$ cat src/rtl/core/fcst_pkg.sv
package fcst_pkg;

    // Op codes of an input transaction
    localparam logic [1:0] OP_WRITE_POINT = 2'd0;
    localparam logic [1:0] OP_SET_FIXED   = 2'd1;
    localparam logic [1:0] OP_EVALUATE    = 2'd2;

    // Width of temperatures and speeds
    localparam int unsigned VAL_W = 16;

    typedef struct packed {
        logic [1:0]       op;
        logic [2:0]       fan;
        logic [2:0]       point;
        logic [VAL_W-1:0] temperature;
        logic [VAL_W-1:0] rpm;
    } item_t;

    typedef struct packed {
        logic [2:0]       fan_out;
        logic [VAL_W-1:0] target_speed;
    } result_t;

    // One stored curve point
    typedef struct packed {
        logic [VAL_W-1:0] temperature;
        logic [VAL_W-1:0] rpm;
    } point_t;

endpackage

$ cat src/rtl/core/fcst_div.sv
module fcst_div (
    input  logic                              clk,
    input  logic                              rst_n,
    input  logic                              start,
    input  logic [2*fcst_pkg::VAL_W-1:0]      dividend,
    input  logic [fcst_pkg::VAL_W-1:0]        divisor,
    output logic [fcst_pkg::VAL_W-1:0]        quotient,
    output logic                              done
);

    // Restoring division, one quotient bit a cycle. The upper half of the
    // dividend must be below the divisor, so the quotient fits in VAL_W bits.
    localparam int unsigned W   = fcst_pkg::VAL_W;
    localparam int unsigned CNT_W = $clog2(W);

    logic [W-1:0]     rem_reg;
    logic [W-1:0]     rem_next;
    logic [W-1:0]     quo_reg;
    logic [CNT_W-1:0] cnt_reg;
    logic             run_reg;
    logic             done_reg;
    logic [W:0]       trial;
    logic             fits;

    // Trial subtract of the shifted partial remainder
    always_comb
    begin
        trial = {rem_reg, quo_reg[W-1]};
        fits  = (trial >= {1'b0, divisor});
        if (fits)
        begin
            rem_next = W'(trial - {1'b0, divisor});
        end
        else
        begin
            rem_next = trial[W-1:0];
        end
    end

    // Load, step and flag completion
    always_ff @(posedge clk or negedge rst_n)
    begin
        if (!rst_n)
        begin
            run_reg  <= 1'b0;
            done_reg <= 1'b0;
            cnt_reg  <= '0;
            rem_reg  <= '0;
            quo_reg  <= '0;
        end
        else
        begin
            done_reg <= 1'b0;
            if (start)
            begin
                rem_reg <= dividend[2*W-1:W];
                quo_reg <= dividend[W-1:0];
                cnt_reg <= '0;
                run_reg <= 1'b1;
            end
            else if (run_reg)
            begin
                rem_reg <= rem_next;
                quo_reg <= {quo_reg[W-2:0], fits};
                cnt_reg <= cnt_reg + 1'b1;
                if (cnt_reg == CNT_W'(W - 1))
                begin
                    run_reg  <= 1'b0;
                    done_reg <= 1'b1;
                end
            end
        end
    end

    assign quotient = quo_reg;
    assign done     = done_reg;

endmodule

$ cat src/rtl/core/fan_curve_speed_table.sv
// Fan speed table: per fan a curve of POINTS (temperature, rpm) points in a
// synchronous memory, a mode bit and a fixed speed. A transaction is taken
// when start is high and busy is low. Writing a point or a fixed speed, and
// any ignored transaction, leaves busy low. Evaluating a fan in fixed mode
// gives its result in the cycle after acceptance. Evaluating in curve mode
// first reads the last point, then reads the curve one point per cycle
// through the single read port from the first until the segment is found;
// a temperature at or below the first point or above the last gives that
// point's rpm, else ST_MUL starts the multiply and ST_DIV waits for the
// bit-serial divider. Busy drops in the cycle the result is shown. The
// result is shown for one cycle with strobe high and must be taken then;
// there is no back-pressure.
module fan_curve_speed_table #(
    parameter int unsigned FANS   = 8,
    parameter int unsigned POINTS = 6
) (
    input  logic              clk,
    input  logic              rst_n,
    input  logic              start,
    output logic              busy,
    input  fcst_pkg::item_t   item,
    output logic              strobe,
    output fcst_pkg::result_t result
);

    localparam int unsigned W       = fcst_pkg::VAL_W;
    localparam int unsigned ENTRIES = FANS * POINTS;
    localparam int unsigned AW      = (ENTRIES > 1) ? $clog2(ENTRIES) : 1;
    localparam int unsigned FW      = (FANS > 1) ? $clog2(FANS) : 1;
    localparam int unsigned PW      = $clog2(POINTS);

    typedef enum logic [2:0] {
        ST_IDLE,
        ST_LAST,
        ST_SCAN,
        ST_MUL,
        ST_DIV
    } state_t;

    state_t state_reg;

    // Curve memory and its per-entry valid bits
    fcst_pkg::point_t curve_mem [ENTRIES];
    logic [ENTRIES-1:0] valid_reg;
    fcst_pkg::point_t   rdata_reg;
    logic               rvalid_reg;

    logic [FANS-1:0]    mode_reg;
    logic [W-1:0]       fixed_reg [FANS];

    // Evaluation context
    logic [2:0]         fan_reg;
    logic [W-1:0]       temp_reg;
    logic [AW-1:0]      base_reg;
    logic [PW-1:0]      idx_reg;
    logic [W-1:0]       last_t_reg;
    logic [W-1:0]       last_r_reg;
    logic [W-1:0]       prev_t_reg;
    logic [W-1:0]       prev_r_reg;
    logic [W-1:0]       a_reg;
    logic [W-1:0]       b_reg;
    logic [W-1:0]       den_reg;
    logic               neg_reg;

    logic               strobe_reg;
    fcst_pkg::result_t  result_reg;

    logic               accept;
    logic [FW-1:0]      fan_idx;
    logic               fan_ok;
    logic               point_ok;
    logic [AW-1:0]      in_base;
    logic               wr_en;
    logic [AW-1:0]      wr_addr;
    logic               rd_en;
    logic [AW-1:0]      rd_addr;
    fcst_pkg::point_t   entry;
    logic               at_last;
    logic               div_start;
    logic [2*W-1:0]     product;
    logic [W-1:0]       quotient;
    logic               div_done;

    // Decode the incoming transaction
    always_comb
    begin
        accept   = start && (state_reg == ST_IDLE);
        fan_idx  = FW'(item.fan);
        fan_ok   = (32'(item.fan) < FANS);
        point_ok = (32'(item.point) < POINTS);
        in_base  = AW'(32'(fan_idx) * POINTS);
        wr_en    = accept && fan_ok && point_ok && (item.op == fcst_pkg::OP_WRITE_POINT);
        wr_addr  = AW'(in_base + AW'(item.point));
        entry    = rvalid_reg ? rdata_reg : '0;
        at_last  = (idx_reg == PW'(POINTS - 1));
    end

    // Choose the next curve read: last point first, then from the first point
    always_comb
    begin
        rd_en   = 1'b0;
        rd_addr = AW'(base_reg + AW'(idx_reg) + 1'b1);
        if (accept)
        begin
            rd_en   = fan_ok && (item.op == fcst_pkg::OP_EVALUATE) && mode_reg[fan_idx];
            rd_addr = AW'(in_base + AW'(POINTS - 1));
        end
        else if (state_reg == ST_LAST)
        begin
            rd_en   = 1'b1;
            rd_addr = base_reg;
        end
        else if (state_reg == ST_SCAN)
        begin
            rd_en = !at_last;
        end
    end

    // Curve memory: one write port, one registered read port
    always_ff @(posedge clk)
    begin
        if (wr_en)
        begin
            curve_mem[wr_addr] <= '{temperature: item.temperature, rpm: item.rpm};
        end
        if (rd_en)
        begin
            rdata_reg <= curve_mem[rd_addr];
        end
    end

    assign div_start = (state_reg == ST_MUL);
    assign product   = (2*W)'(a_reg) * (2*W)'(b_reg);

    // Divide the product by the segment width
    fcst_div u_div (
        .clk      (clk),
        .rst_n    (rst_n),
        .start    (div_start),
        .dividend (product),
        .divisor  (den_reg),
        .quotient (quotient),
        .done     (div_done)
    );

    // Sequencer, table state and registered result
    always_ff @(posedge clk or negedge rst_n)
    begin
        if (!rst_n)
        begin
            state_reg  <= ST_IDLE;
            valid_reg  <= '0;
            rvalid_reg <= 1'b0;
            mode_reg   <= '0;
            for (int i = 0; i < FANS; i++)
            begin
                fixed_reg[i] <= '0;
            end
            strobe_reg <= 1'b0;
            result_reg <= '0;
            fan_reg    <= '0;
            temp_reg   <= '0;
            base_reg   <= '0;
            idx_reg    <= '0;
            last_t_reg <= '0;
            last_r_reg <= '0;
            prev_t_reg <= '0;
            prev_r_reg <= '0;
            a_reg      <= '0;
            b_reg      <= '0;
            den_reg    <= '0;
            neg_reg    <= 1'b0;
        end
        else
        begin
            strobe_reg <= 1'b0;
            if (rd_en)
            begin
                rvalid_reg <= valid_reg[rd_addr];
            end
            if (wr_en)
            begin
                valid_reg[wr_addr] <= 1'b1;
            end

            unique case (state_reg)
                ST_IDLE:
                begin
                    if (accept && fan_ok)
                    begin
                        fan_reg  <= item.fan;
                        temp_reg <= item.temperature;
                        base_reg <= in_base;
                        idx_reg  <= '0;
                        unique case (item.op)
                            fcst_pkg::OP_WRITE_POINT:
                            begin
                                if (point_ok)
                                begin
                                    mode_reg[fan_idx] <= 1'b1;
                                end
                            end
                            fcst_pkg::OP_SET_FIXED:
                            begin
                                fixed_reg[fan_idx] <= item.rpm;
                                mode_reg[fan_idx]  <= 1'b0;
                            end
                            fcst_pkg::OP_EVALUATE:
                            begin
                                if (mode_reg[fan_idx])
                                begin
                                    state_reg <= ST_LAST;
                                end
                                else
                                begin
                                    strobe_reg              <= 1'b1;
                                    result_reg.fan_out      <= item.fan;
                                    result_reg.target_speed <= fixed_reg[fan_idx];
                                end
                            end
                            default:
                            begin
                                // unused op code: drop
                            end
                        endcase
                    end
                end

                ST_LAST:
                begin
                    // Hold the last point for the above-range check
                    last_t_reg <= entry.temperature;
                    last_r_reg <= entry.rpm;
                    state_reg  <= ST_SCAN;
                end

                ST_SCAN:
                begin
                    // At or below the first point take its rpm; above the last
                    // point take the last rpm; otherwise the first point at or
                    // above the temperature ends the search
                    if ((temp_reg <= entry.temperature) && (idx_reg != '0))
                    begin
                        // temperature lies above the lower point, so the
                        // segment width is never zero here
                        a_reg   <= temp_reg - prev_t_reg;
                        den_reg <= entry.temperature - prev_t_reg;
                        if (entry.rpm >= prev_r_reg)
                        begin
                            b_reg   <= entry.rpm - prev_r_reg;
                            neg_reg <= 1'b0;
                        end
                        else
                        begin
                            b_reg   <= prev_r_reg - entry.rpm;
                            neg_reg <= 1'b1;
                        end
                        state_reg <= ST_MUL;
                    end
                    else if (temp_reg <= entry.temperature)
                    begin
                        strobe_reg              <= 1'b1;
                        result_reg.fan_out      <= fan_reg;
                        result_reg.target_speed <= entry.rpm;
                        state_reg               <= ST_IDLE;
                    end
                    else if ((temp_reg > last_t_reg) || at_last)
                    begin
                        strobe_reg              <= 1'b1;
                        result_reg.fan_out      <= fan_reg;
                        result_reg.target_speed <= last_r_reg;
                        state_reg               <= ST_IDLE;
                    end
                    else
                    begin
                        prev_t_reg <= entry.temperature;
                        prev_r_reg <= entry.rpm;
                        idx_reg    <= idx_reg + 1'b1;
                    end
                end

                ST_MUL:
                begin
                    state_reg <= ST_DIV;
                end

                ST_DIV:
                begin
                    // Apply the truncated quotient to the rpm of the lower point
                    if (div_done)
                    begin
                        strobe_reg         <= 1'b1;
                        result_reg.fan_out <= fan_reg;
                        if (neg_reg)
                        begin
                            result_reg.target_speed <= prev_r_reg - quotient;
                        end
                        else
                        begin
                            result_reg.target_speed <= prev_r_reg + quotient;
                        end
                        state_reg <= ST_IDLE;
                    end
                end

                default:
                begin
                    state_reg <= ST_IDLE;
                end
            endcase
        end
    end

    assign busy   = (state_reg != ST_IDLE);
    assign strobe = strobe_reg;
    assign result = result_reg;

endmodule
$ cat config.mk
export PLATFORM = sky130hd
export DESIGN_NAME = fan_curve_speed_table
export DESIGN_NICKNAME = d
export VERILOG_FILES = /design/src/rtl/core/fcst_pkg.sv /design/src/rtl/core/fcst_div.sv /design/src/rtl/core/fan_curve_speed_table.sv
export SDC_FILE = /design/constraint.sdc
export NUM_CORES = 2
export LEC_CHECK = 0
export ABC_CLOCK_PERIOD_IN_PS = 7350
export BUFFER_PORTS_ARGS = -buffer_cell sky130_fd_sc_hd__buf_2
export CAP_MARGIN = 15
export CORE_UTILIZATION = 35
export CTS_CLUSTER_DIAMETER = 60
export DETAILED_ROUTE_END_ITERATION = 6
export PLACE_DENSITY_LB_ADDON = 0.25
export SYNTH_ARGS = -nofsm -noshare
export SYNTH_HDL_FRONTEND = slang
export SYNTH_SLANG_ARGS = --single-unit
$ cat constraint.sdc
create_clock -name clk -period 7.35 [get_ports clk]
set_input_delay 1.47 -clock clk [delete_from_list [all_inputs] [get_ports clk]]
set_output_delay 1.47 -clock clk [all_outputs]
set_load 0.01 [all_outputs]
==> flow_summary.ini <==
[outcome]
status = complete, no violations

[drt]
ant_nets = 0
routedWlPerCell_um = 25.0
drt_iter0_drc = 4907
avgViaCountPerCell = 5.33
drc_errors = 0
drt_wl_total_um = 256000
firstDrtPassIters = 6
dr_total_vias = 54300

[cts]
post_cts_resized = 0
postCtsSetupBuffers = 0
clockBufferDepth = 4
clock_latency_ps = 910
cts_tree = done
clock-root-buffer = clkbuf_16
cts_hold_buffers = 0
clk_pin_slew_ps = 60
cts_inserted_buffers = 211
h-tree-depth = 4
cts.sinks = 1953

[run]
drv_cap = 0

[critical_path]
reg2reg_slack_ps = 560
crit_cells = 18
critPathTopFamily = adder cells
crit_required_ps = 8040
endpoint = u_div.rem_reg[10]$_DFFE_PN0P_
end_kind = flop
cpMostUsedCell = fa_1
critPathArrivalTime_ps = 7480
cp_slowest_cell = dfrtp_1
r2r_end = u_div.rem_reg[10]$_DFFE_PN0P_
rr_startpoint = a_reg[9]$_DFFE_PN0P_
path_cells = nand2_1 > fa_1 > fa_1 > fa_1 > fa_1 > inv_1 > fa_1 > fa_1 > ha_1 > a21oi_1 > o21ai_0 > or3_1 > o21ai_1 > a31oi_1 > a211oi_1 > o21ai_0 > xnor2_1 > o22ai_1
path_buf_inv = 1
crit_path_start_kind = flop
cp-startpoint = a_reg[9]$_DFFE_PN0P_
crit_path_max_incr_delay_ps = 800
cp_max_fo = 17
critPathKind = flop to flop
ff2ff_path_depth = 18

[die]
die_w_um = 512
start_util_pct = 35.3
die_height_um = 512
core_area_mm2 = 0.258
rows = 186
num_io_pins = 64
die-area_mm2 = 0.262

[synthesis]
synth_fp_nets = 7019
synth_top_cell_area_share_pct = 51.7
synthCells = 6529
synth-edff-count = 1568
syn_area_mm2 = 0.0910
synth_top_area_cell = edfxtp_1
synth.avg_cell_area_um2 = 13.9
async_reset_ff_share_pct = 19.7
synth_area_leaders = edfxtp_1, dfrtp_1, mux4_2
synth_top_flop_cell = edfxtp_1
synth-seq-cells = 1953
synth_cell_types = 79
ys_seq_area_share_pct = 62.3
yosys_warnings = 0

[global_route]
grt-ovfl-total = 0
grt_pass1_vias = 55800
grt_max_degree = 140
antenna_found_initial = 16
grt_pass1_wl_um = 381000
track_usage_pct = 19.4

[final_layout]
fin_util_pct = 40.0
largest_reg_flops = 1536
drive_gt1_share_pct = 16.7
regArea_mm2 = 0.0567
fillCellCount = 23700
fin_cells = 10200
multi_input_area_mm2 = 0.0319
area_growth_pct = 13.1
fin_nets = 7133

[place]
gp_congestion = 0.821
dp_cells = 9812
post-dp-hpwl_um = 161000
numPortBuffers = 63

[sta]
hold_viol = 0
slew_violations = 0
rsz0062_at_grt = false
setup_viol = 0
min_period_ps = 6790
holdWs_ps = 461
finalSetupTns_ps = 0
post-route-period-util_pct = 92.4
worst_pin_slew_ps = 1200
relSlewSlack_pct = 20.1
finClkSkew_ps = 105
max_clock_freq_mhz = 147

[power_and_ir_drop]
p_leak_nw = 38.1
ir_worst_vdd_v = 0.000212
p_int_w = 0.0207
swShare_pct = 29.3
switching_power_w = 0.00858
power_w = 0.0293
p_per_area_mw_per_mm2 = 284
combinationalPowerShare_pct = 20.7
power_frac_seq_pct = 42.9
power_frac_clock_pct = 36.4

[min_path]
min_from = valid_reg[25]$_DFFE_PN0P_
min-delay-path-class = flop to flop
worst min-delay path by stage:
stage / to / depth (start not counted) / slack [ps]
5_1_grt: valid_reg[28]$_DFFE_PN0P_ / 1 / 480
6_report: valid_reg[25]$_DFFE_PN0P_ / 1 / 460
3_3_place_gp: valid_reg[15]$_DFFE_PN0P_ / 1 / 440
2_1_floorplan: valid_reg[10]$_DFFE_PN0P_ / 1 / 430
4_1_cts: valid_reg[10]$_DFFE_PN0P_ / 1 / 460
3_5_place_dp: valid_reg[10]$_DFFE_PN0P_ / 1 / 450
cells in the final DEF (no fill, tap or decap), drive strengths merged, types with 115 or more instances in the layout:
master	n
and3	115
inv	358
a21oi	167
mux4	299
dfrtp	385
clkbuf	268
and2	135
buf	241
o21ai	219
ha	244
mux2	146
nand3	180
nand2	1105
edfxtp	1568
nor2	240
fa	203
logic make-up after synthesis:
kind of cell    Yosys count  synth area share, %
fa+ha+maj               447                 7.82
flops                  1953                 62.3
compound gates          825                 5.94
mux                     504                 9.86
xor+xnor                116                 1.12
simple gates           1997                 9.78
buf+inv                 687                 3.18
routing by layer:
layer	track usage, %	part of all wire [%]
met1	27.1	44
met2	31.9	48
met3	2.69	5.6
met4	4.91	2.5
met5	0	0.0074
worst register-to-register path: stages, from the launching register on:
cell      delay (ps)
dfrtp_1          800
nand2_1          170
fa_1             530
fa_1             580
fa_1             450
fa_1             570
inv_1             60
fa_1             500
fa_1             430
ha_1             350
a21oi_1          140
o21ai_0          160
or3_1            350
o21ai_1          310
a31oi_1          320
a211oi_1         480
o21ai_0          190
xnor2_1          180
o22ai_1          100
synthesized netlist by cell type, types with 51 or more instances:
cell and count:
nand3_1 180, xnor2_1 75, clkbuf_1 179, mux2_2 146, or2_2 57, and2_1 135, dfrtp_1 385, inv_1 346
mux2i_1 58, mux4_2 299, fa_1 203, buf_2 106, o21ai_0 212, edfxtp_1 1568, a31oi_1 52, a21oi_1 166
nand2_1 1104, ha_1 244, a211oi_1 51, a21o_1 52, nor2_1 240, a311oi_1 64, and3_1 115
power by group through the flow:
stage / clock network [W] / logic (W) / registers [W]
floorplan: 0 / 0.00379 / 0.0127
global placement: 0 / 0.00600 / 0.0128
detailed placement: 0 / 0.00605 / 0.0128
CTS: 0.0109 / 0.00607 / 0.0126
global route: 0.0113 / 0.00653 / 0.0126
finish: 0.0107 / 0.00605 / 0.0126
layout make-up:
cell class	instances	share of cell area, %
Inverter	347	1.27
Timing Repair Buffer	241	1.86
Sequential cell	1953	55.1
Antenna cell	7	0.0170
Clock inverter	114	1.12
Clock buffer	268	5.56
Multi-Input combinational cell	3889	31.0
Tap cell	3384	4.11
stage by stage:
step | setup WS [ps] | instance area, µm²
global route | 170 | 103000
floorplan | 1430 | 91000
finish | 555 | 103000
global placement | 629 | 96000
detailed placement | 587 | 96000
CTS | 488 | 103000
Power figures use the tool's default switching activity.
